===== config.mk =====
export PLATFORM = sky130hd
export DESIGN_NAME = audio_frame_drop_pacer
export DESIGN_NICKNAME = d
export VERILOG_FILES = /design/src/hdl/afdp_pkg.sv /design/src/hdl/afdp_ctrl.sv /design/src/hdl/afdp_dp.sv /design/src/hdl/audio_frame_drop_pacer.sv
export VERILOG_INCLUDE_DIRS = /design/src /design/src/hdl
export SDC_FILE = /design/constraint.sdc
export NUM_CORES = 1
export LEC_CHECK = 0
export BUFFER_PORTS_ARGS = -buffer_cell sky130_fd_sc_hd__buf_2
export CORE_MARGIN = 2
export CORE_UTILIZATION = 48
export DETAILED_ROUTE_END_ITERATION = 10
export GPL_TIMING_DRIVEN = 0
export PLACE_DENSITY = 0.68
export SETUP_SLACK_MARGIN = 0.3
export SKIP_CTS_REPAIR_TIMING = 1
export SYNTH_ARGS = -nofsm -noshare
export SYNTH_HDL_FRONTEND = slang
export SYNTH_SLANG_ARGS = --single-unit

===== constraint.sdc =====
create_clock -name clk -period 6.2 [get_ports clk]
set_input_delay 1.24 -clock clk [delete_from_list [all_inputs] [get_ports clk]]
set_output_delay 1.24 -clock clk [all_outputs]
set_load 0.03 [all_outputs]

===== src/hdl/audio_frame_drop_pacer_macros.svh =====
// Assertion macros shared by the frame drop pacer modules.
`ifndef AUDIO_FRAME_DROP_PACER_MACROS_SVH
`define AUDIO_FRAME_DROP_PACER_MACROS_SVH

// Same-cycle implication, checked out of reset.
`define AFDP_ASSERT_NOW(label, clk, rst_n, ante, cons) \
    label: assert property (@(posedge clk) disable iff (!rst_n) (ante) |-> (cons)) \
        else $error("afdp same-cycle check failed");

// Next-cycle implication, checked out of reset.
`define AFDP_ASSERT_NEXT(label, clk, rst_n, ante, cons) \
    label: assert property (@(posedge clk) disable iff (!rst_n) (ante) |=> (cons)) \
        else $error("afdp next-cycle check failed");

`endif


===== src/hdl/afdp_pkg.sv =====
// Package: shared types and constants of the frame drop pacer.
package afdp_pkg;

    localparam int LEVEL_W           = 24;
    localparam int FRAMES_W          = 16;
    localparam int CH_W              = 4;
    // Wide enough for 480 bytes times the largest 4-bit channel count
    localparam int DIVISOR_W         = 13;
    localparam int DIFF_W            = FRAMES_W + 2;
    localparam int FRAME_SAMPLES     = 240;
    localparam int BYTES_PER_CH      = FRAME_SAMPLES * 2;
    localparam int MIN_FRAMES        = 2;
    localparam int MAX_FRAMES        = 4;
    localparam int STOP_LIMIT        = 20;
    localparam int DIV_STEPS         = LEVEL_W;
    localparam int STEP_W            = $clog2(DIV_STEPS);

    typedef enum logic [1:0] {
        ACT_PLAY  = 2'd0,
        ACT_HARD  = 2'd1,
        ACT_PACED = 2'd2
    } action_t;

    typedef enum logic {
        REG_BASELINE = 1'b0,
        REG_CHANNELS = 1'b1
    } reg_index_t;

    // Commands from the controller to the datapath
    typedef struct packed {
        logic load;
        logic step;
        logic commit;
    } cmd_t;

endpackage


===== src/hdl/afdp_ctrl.sv =====
// Controller: sequences load, divide steps and the decision for each frame.
`include "audio_frame_drop_pacer_macros.svh"

module afdp_ctrl (
    input  logic          clk,
    input  logic          rst_n,
    input  logic          in_valid,
    output logic          in_ready,
    output logic          out_valid,
    input  logic          out_ready,
    output afdp_pkg::cmd_t cmd
);
    import afdp_pkg::*;

    typedef enum logic [2:0] {
        ST_IDLE   = 3'b001,
        ST_DIV    = 3'b010,
        ST_DECIDE = 3'b100
    } state_t;

    state_t             state_reg, state_next;
    logic [STEP_W-1:0]  step_reg, step_next;
    logic               out_valid_reg, out_valid_next;
    logic               slot_free;

    assign slot_free = !out_valid_reg || out_ready;
    assign in_ready  = (state_reg == ST_IDLE);
    assign out_valid = out_valid_reg;

    // Next state and commands
    always_comb
    begin
        state_next = state_reg;
        step_next  = step_reg;
        cmd        = '0;
        unique case (state_reg)
            ST_IDLE:
            begin
                if (in_valid)
                begin
                    cmd.load   = 1'b1;
                    step_next  = '0;
                    state_next = ST_DIV;
                end
            end
            ST_DIV:
            begin
                cmd.step  = 1'b1;
                step_next = step_reg + 1'b1;
                if (step_reg == STEP_W'(DIV_STEPS - 1))
                begin
                    state_next = ST_DECIDE;
                end
            end
            ST_DECIDE:
            begin
                if (slot_free)
                begin
                    cmd.commit = 1'b1;
                    state_next = ST_IDLE;
                end
            end
            default:
            begin
                state_next = ST_IDLE;
            end
        endcase
    end

    // Hold the result until the receiver takes the transfer
    always_comb
    begin
        out_valid_next = out_valid_reg;
        if (cmd.commit)
        begin
            out_valid_next = 1'b1;
        end
        else if (out_ready)
        begin
            out_valid_next = 1'b0;
        end
    end

    always_ff @(posedge clk or negedge rst_n)
    begin
        if (!rst_n)
        begin
            state_reg     <= ST_IDLE;
            step_reg      <= '0;
            out_valid_reg <= 1'b0;
        end
        else
        begin
            state_reg     <= state_next;
            step_reg      <= step_next;
            out_valid_reg <= out_valid_next;
        end
    end

    `AFDP_ASSERT_NOW(a_commit_free, clk, rst_n, cmd.commit, !out_valid_reg || out_ready)
    `AFDP_ASSERT_NEXT(a_div_end, clk, rst_n,
        state_reg == ST_DIV && step_reg == STEP_W'(DIV_STEPS - 1), state_reg == ST_DECIDE)
    `AFDP_ASSERT_NEXT(a_load_starts, clk, rst_n, in_valid && in_ready,
        state_reg == ST_DIV && step_reg == '0)

endmodule


===== src/hdl/afdp_dp.sv =====
// Datapath: config registers, serial divider, pending drop state and result register.
`include "audio_frame_drop_pacer_macros.svh"

module afdp_dp #(
    parameter int DROP_SPACING = 32
) (
    input  logic                           clk,
    input  logic                           rst_n,
    input  logic                           cfg_we,
    input  logic                           cfg_index,
    input  logic [afdp_pkg::LEVEL_W-1:0]   cfg_data,
    input  logic [afdp_pkg::LEVEL_W-1:0]   queued_bytes,
    input  afdp_pkg::cmd_t                 cmd,
    output logic [1:0]                     action,
    output logic [afdp_pkg::FRAMES_W-1:0]  frames_queued
);
    import afdp_pkg::*;

    localparam int IDX_W = $clog2(DROP_SPACING);

    logic [LEVEL_W-1:0]    baseline_reg;
    logic [CH_W-1:0]       channels_reg;
    logic [LEVEL_W-1:0]    dvd_reg, dvd_next;
    logic [DIVISOR_W-1:0]  rem_reg, rem_next;
    logic [DIVISOR_W-1:0]  divisor_reg;
    logic [FRAMES_W-1:0]   ph_reg, ph_next;
    logic [FRAMES_W-1:0]   ps_reg, ps_next;
    logic [IDX_W-1:0]      idx_reg, idx_next;
    action_t               action_reg, action_next;
    logic [FRAMES_W-1:0]   frames_reg;

    logic [LEVEL_W:0]      level_diff;
    logic [LEVEL_W-1:0]    bytes_clamped;
    logic [CH_W-1:0]       ch_eff;
    logic [DIVISOR_W:0]    trial;
    logic                  trial_ge;
    logic [FRAMES_W-1:0]   frames;
    logic signed [DIFF_W-1:0] diff_hard, diff_all;
    logic [IDX_W:0]        idx_inc;
    logic [FRAMES_W-1:0]   ph_mid, ps_mid;

    // Configuration writes
    always_ff @(posedge clk or negedge rst_n)
    begin
        if (!rst_n)
        begin
            baseline_reg <= '0;
            channels_reg <= CH_W'(2);
        end
        else if (cfg_we)
        begin
            unique case (reg_index_t'(cfg_index))
                REG_BASELINE: baseline_reg <= cfg_data;
                REG_CHANNELS: channels_reg <= cfg_data[CH_W-1:0];
                default:      ;
            endcase
        end
    end

    // Clamp level minus baseline at zero; a zero channel count acts as one
    assign level_diff    = {1'b0, queued_bytes} - {1'b0, baseline_reg};
    assign bytes_clamped = level_diff[LEVEL_W] ? '0 : level_diff[LEVEL_W-1:0];
    assign ch_eff        = (channels_reg == '0) ? CH_W'(1) : channels_reg;

    // Restoring divider step: one quotient bit per cycle
    assign trial    = {rem_reg, dvd_reg[LEVEL_W-1]};
    assign trial_ge = trial >= {1'b0, divisor_reg};

    always_comb
    begin
        dvd_next = dvd_reg;
        rem_next = rem_reg;
        if (cmd.load)
        begin
            dvd_next = bytes_clamped;
            rem_next = '0;
        end
        else if (cmd.step)
        begin
            dvd_next = {dvd_reg[LEVEL_W-2:0], trial_ge};
            rem_next = trial_ge ? DIVISOR_W'(trial - {1'b0, divisor_reg})
                                : trial[DIVISOR_W-1:0];
        end
    end

    always_ff @(posedge clk)
    begin
        dvd_reg <= dvd_next;
        rem_reg <= rem_next;
        if (cmd.load)
        begin
            divisor_reg <= DIVISOR_W'(ch_eff) * DIVISOR_W'(BYTES_PER_CH);
        end
    end

    // Quotient never exceeds the frame width for a 24-bit level
    assign frames    = dvd_reg[FRAMES_W-1:0];
    assign diff_hard = $signed({2'b00, frames}) - $signed({2'b00, ph_reg});
    assign diff_all  = diff_hard - $signed({2'b00, ps_reg});
    assign idx_inc   = {1'b0, idx_reg} + 1'b1;

    // Decide: update pending drops, then take at most one drop
    always_comb
    begin
        idx_next    = (idx_inc == (IDX_W + 1)'(DROP_SPACING)) ? '0 : idx_inc[IDX_W-1:0];
        ph_mid      = ph_reg;
        ps_mid      = ps_reg;
        ph_next     = ph_reg;
        ps_next     = ps_reg;
        action_next = ACT_PLAY;
        if (frames <= FRAMES_W'(MIN_FRAMES))
        begin
            ph_mid = '0;
            ps_mid = '0;
        end
        else if (diff_hard < 0 || diff_hard > DIFF_W'(STOP_LIMIT))
        begin
            ph_mid = frames - FRAMES_W'(MIN_FRAMES);
        end
        else if (diff_all < 0 || diff_all > DIFF_W'(MAX_FRAMES))
        begin
            ps_mid = frames - FRAMES_W'(MIN_FRAMES);
        end
        ph_next = ph_mid;
        ps_next = ps_mid;
        if (ph_mid != '0)
        begin
            ph_next     = ph_mid - 1'b1;
            action_next = ACT_HARD;
        end
        else if (ps_mid != '0 && idx_next == '0)
        begin
            ps_next     = ps_mid - 1'b1;
            action_next = ACT_PACED;
        end
    end

    always_ff @(posedge clk or negedge rst_n)
    begin
        if (!rst_n)
        begin
            ph_reg  <= '0;
            ps_reg  <= '0;
            idx_reg <= '0;
        end
        else if (cmd.commit)
        begin
            ph_reg  <= ph_next;
            ps_reg  <= ps_next;
            idx_reg <= idx_next;
        end
    end

    // Result register
    always_ff @(posedge clk)
    begin
        if (cmd.commit)
        begin
            action_reg <= action_next;
            frames_reg <= frames;
        end
    end

    assign action        = action_reg;
    assign frames_queued = frames_reg;

    `AFDP_ASSERT_NEXT(a_low_level_plays, clk, rst_n,
        cmd.commit && frames <= FRAMES_W'(MIN_FRAMES), action_reg == ACT_PLAY && ph_reg == '0)

endmodule


===== src/hdl/audio_frame_drop_pacer.sv =====
// Top level: frame drop pacer built from controller and datapath.
//
// Usage: one input transfer per audio frame carries queued_bytes, the playback
// queue level. One output transfer per frame carries action (0 play, 1 hard
// drop, 2 paced drop) and frames_queued, the whole frames left after removing
// the baseline. Configuration (baseline_bytes at index 0, channel_count at
// index 1) is written through cfg_we/cfg_index/cfg_data while the block is idle.
// Timing: the restoring divider resolves one of 24 quotient bits per cycle,
// then the decision state commits the result and raises out_valid. A new
// frame is taken only in the idle state, so none is accepted before the last
// is decided; in_ready rises again the cycle after the decision.
// The output register keeps a finished result while the next frame is divided;
// if the receiver stalls, the next decision waits until the output is taken.
// Reset clears pending drops and the call counter, sets baseline to 0 and
// channel_count to 2, and leaves no result pending.
module audio_frame_drop_pacer #(
    parameter int DROP_SPACING = 32
) (
    input  logic                           clk,
    input  logic                           rst_n,
    input  logic                           cfg_we,
    input  logic                           cfg_index,
    input  logic [afdp_pkg::LEVEL_W-1:0]   cfg_data,
    input  logic                           in_valid,
    output logic                           in_ready,
    input  logic [afdp_pkg::LEVEL_W-1:0]   queued_bytes,
    output logic                           out_valid,
    input  logic                           out_ready,
    output logic [1:0]                     action,
    output logic [afdp_pkg::FRAMES_W-1:0]  frames_queued
);
    import afdp_pkg::*;

    cmd_t cmd;

    // Sequencer
    afdp_ctrl u_ctrl (
        .clk       (clk),
        .rst_n     (rst_n),
        .in_valid  (in_valid),
        .in_ready  (in_ready),
        .out_valid (out_valid),
        .out_ready (out_ready),
        .cmd       (cmd)
    );

    // Divider, drop state and result
    afdp_dp #(
        .DROP_SPACING (DROP_SPACING)
    ) u_dp (
        .clk           (clk),
        .rst_n         (rst_n),
        .cfg_we        (cfg_we),
        .cfg_index     (cfg_index),
        .cfg_data      (cfg_data),
        .queued_bytes  (queued_bytes),
        .cmd           (cmd),
        .action        (action),
        .frames_queued (frames_queued)
    );

endmodule

==> results.md <==
* Worst slew pin tran at 1.19 ns
* Root buf cell: clkbuf_16
* VDD IR max at 325 uV
* Worst-Skew Late Latency at 0.43 ns
* Detail Placement HPWL at 25900 um
* Fin crit period at 6.56 ns
* Tcrit/Tclk final at 106%
* Flop pwr share at 21.2%
* Synth unique cells at 92
* Min Hold Slack at 0.465 ns
* R2R Setup Slk at -0.36 ns
* R2R depth at 29
* Number of diodes at 0
* Vias at 11.4k
* Hold Startpoint: u_dp.rem_reg[0]
* Highest metal used: met4
* Synth warn at 0
* Largest net degree at the start of global routing at 45
* Crit end category: flip-flop
* Worst Path Arrival at 6.91 ns
* Net Sw Frac at 47.5%
* #FFs+latches synth at 137
* Avg Inst Size Synth at 8.26 sq um
* Buffers on Ports at 73
* Final Wtd Congestion at 0.956
* Slew Limit Fails at 0
* Ys flop type: dfrtp_1
* Hold Path Class: reg -> reg
* Critical path class: reg -> reg
* First drt pass iteration count at 6
* Die X at 159 um
* CP startpoint kind: flip-flop
* Comb power frac at 62.9%
* Clock Power Share at 16.0%
* Die height at 159 um
* Top cell type's share of synthesized area at 15.7%
* Worst-path maximum fanout at 7
* Die area at 25200 sq um
* Final Hold Viols at 0
* RSZ-0062 raised after global routing: true
* CTS clk-pin slew, worst paths at 0.07 ns
* Antenna-violating nets left at 0
* Fin worst setup slack at -0.364 ns
* Vias in the first global route at 10.3k
* Clk buf depth at 2
* Max-slew headroom at 20.4%
* Gr ovfl total at 0
* Fraction of registers with async set/reset at 54.0%
* Share of cells above drive strength 1 at 19.4%
* First-pass GRT wire length at 54300 um
* Drt total wl at 35600 um
* Area leader, netlist: dfrtp_1
* Failing checks: negative setup slack
* Initial antenna violation count at 0
* Hold path cells at 2
* Status: finished with violations
* Post-synth top cells: 177 x nand2_1, 140 x o21ai_0, 99 x inv_1
* Slowest Stage Delay on Critical Path at 0.41 ns
* GRT Total Usage at 26.7%
* Max frequency at 152 MHz
* Area Overhead vs Synth at 21.1%
* Sequential area share after synthesis at 31.5%
* Syn nets at 1533
* Clock Sink Count at 137
* DRC Markers at 0
* Count leader, synth: nand2_1
* Worst Hold Endpoint: u_dp.rem_reg[1]
* Routed wl met2 at 16500 um
* Top-Level Pins at 74
* TritonCTS clock tree: done
* Pleak at 5.95 nW
* Core box area at 23500 sq um
* Worst reg2reg path endpoint: u_dp.ps_reg[6]
* Metal1 wirelength at 15000 um
* Cells after Synth at 1391
* Worst Path Required at 6.54 ns
* Met3 routed wirelength at 2670 um
* Via density at 6.06
* # nets final at 1692
* Setup WS pre-CTS at -1.25 ns
* Util after Layout at 59.3%
* Number of synthesized flops with an enable pin at 50
* 1st-iter DRT viols at 960
* Max Clock Skew at 0.0150 ns
* RR Startpoint: u_dp.dvd_reg[0]
* Net switching power at 3.03 mW
* Mapped cell area at 11500 sq um
* Internal power consumption at 3.35 mW
* DR WL/cell at 18.9 um
* Final setup viols at 15
* Fillers at 2066
* P per Cell Area at 458 nW/um^2
* Number of max-cap violations at 0
* H-tree depth at 4
* # rows at 56
* Post-route design area at 13900 sq um
* CTS buffer count at 17
* Initial Util at 49.0%
* Area after DPL at 12300 sq um
* Top cells by area, synth: dfrtp_1 16%, edfxtp_1 13%, ha_1 8.8%
* CP max-delay cell: edfxtp_1
==> per-layer routing <==
metal / GRT usage (%) / vias up
met3: 5.17 / 103
met2: 43.5 / 545
li1: - / 5392
met5: 0 / -
met4: 11.8 / 0
met1: 34.5 / 5362
==> cell type report <==
| cell class | count | area [sq um] | share of cell area, % |
|---|---|---|---|
| timing repair inverter | 1 | 6.26 | 0.0449 |
| inverter | 103 | 397 | 2.85 |
| multi-input combinational | 1090 | 7690 | 55.3 |
| clock inverter | 15 | 155 | 1.11 |
| tap | 319 | 399 | 2.87 |
| buffer | 61 | 320 | 2.30 |
| timing repair buffer | 139 | 905 | 6.50 |
| sequential | 137 | 3620 | 26.0 |
| clock buffer | 17 | 425 | 3.06 |
==> worst max-delay path by stage <==
stage	slack (ns)	end	start
2_1_floorplan	0.28	u_dp.ps_reg[8]	u_dp.dvd_reg[0]
3_3_place_gp	-1.19	u_dp.ps_reg[8]	u_dp.dvd_reg[0]
3_5_place_dp	-1.25	u_dp.ps_reg[8]	u_dp.dvd_reg[0]
4_1_cts	-1.29	u_dp.ps_reg[8]	u_dp.dvd_reg[0]
5_1_grt	-0.54	u_dp.ps_reg[6]	u_dp.dvd_reg[0]
6_report	-0.36	u_dp.ps_reg[6]	u_dp.dvd_reg[0]
==> power by group through the flow <==
stage | sequential [mW] | clock, mW | combinational, mW
2_1_floorplan | 1.31 | 0 | 2.54
3_3_place_gp | 1.40 | 0 | 3.19
3_5_place_dp | 1.40 | 0 | 3.26
4_1_cts | 1.39 | 1.04 | 3.28
5_1_grt | 1.37 | 1.07 | 4.38
6_report | 1.35 | 1.02 | 4.01
==> critical path, delay by kind of cell, from the launching register on <==
family / cells / cell delay (ns)
AOI/OAI and AO/OA: 12 / 2.81
DFF: 1 / 0.41
adders and majority gates: 4 / 1.06
and+or+nand+nor: 7 / 1.49
buffers and inverters: 6 / 0.68
==> stage by stage <==
step	TNS (ns)	cells	power, mW
2_1_floorplan	0	1391	3.85
3_3_place_gp	-20.60	1783	4.59
3_5_place_dp	-23.15	1784	4.66
4_1_cts	-24.53	1816	5.70
5_1_grt	-6.43	1882	6.81
6_report	-3.84	1882	6.38
==> placed cells by master, fill, tap and decap left out, types with 33 or more instances in the layout <==
cell type / n
nand2_1: 175
o21ai_0: 129
inv_1: 92
nor2_1: 84
buf_2: 78
ha_1: 70
dfrtp_1: 70
a21oi_1: 67
buf_4: 65
edfxtp_1: 50
clkbuf_1: 40
nand3_1: 35
xnor2_1: 34
a21o_1: 33
==> cell families after synthesis <==
kind of cell,count (synthesis),synth area share [%]
XOR/XNOR,62,4.79
AND/OR/NAND/NOR,476,20.5
multiplexers,40,3.78
AO/OA/AOI/OAI,424,23.9
flip-flops,137,31.5
adder cells (fa/ha/maj),88,10.0
buffers and inverters,164,5.54
No activity file was read; power rests on OpenSTA's default activity.
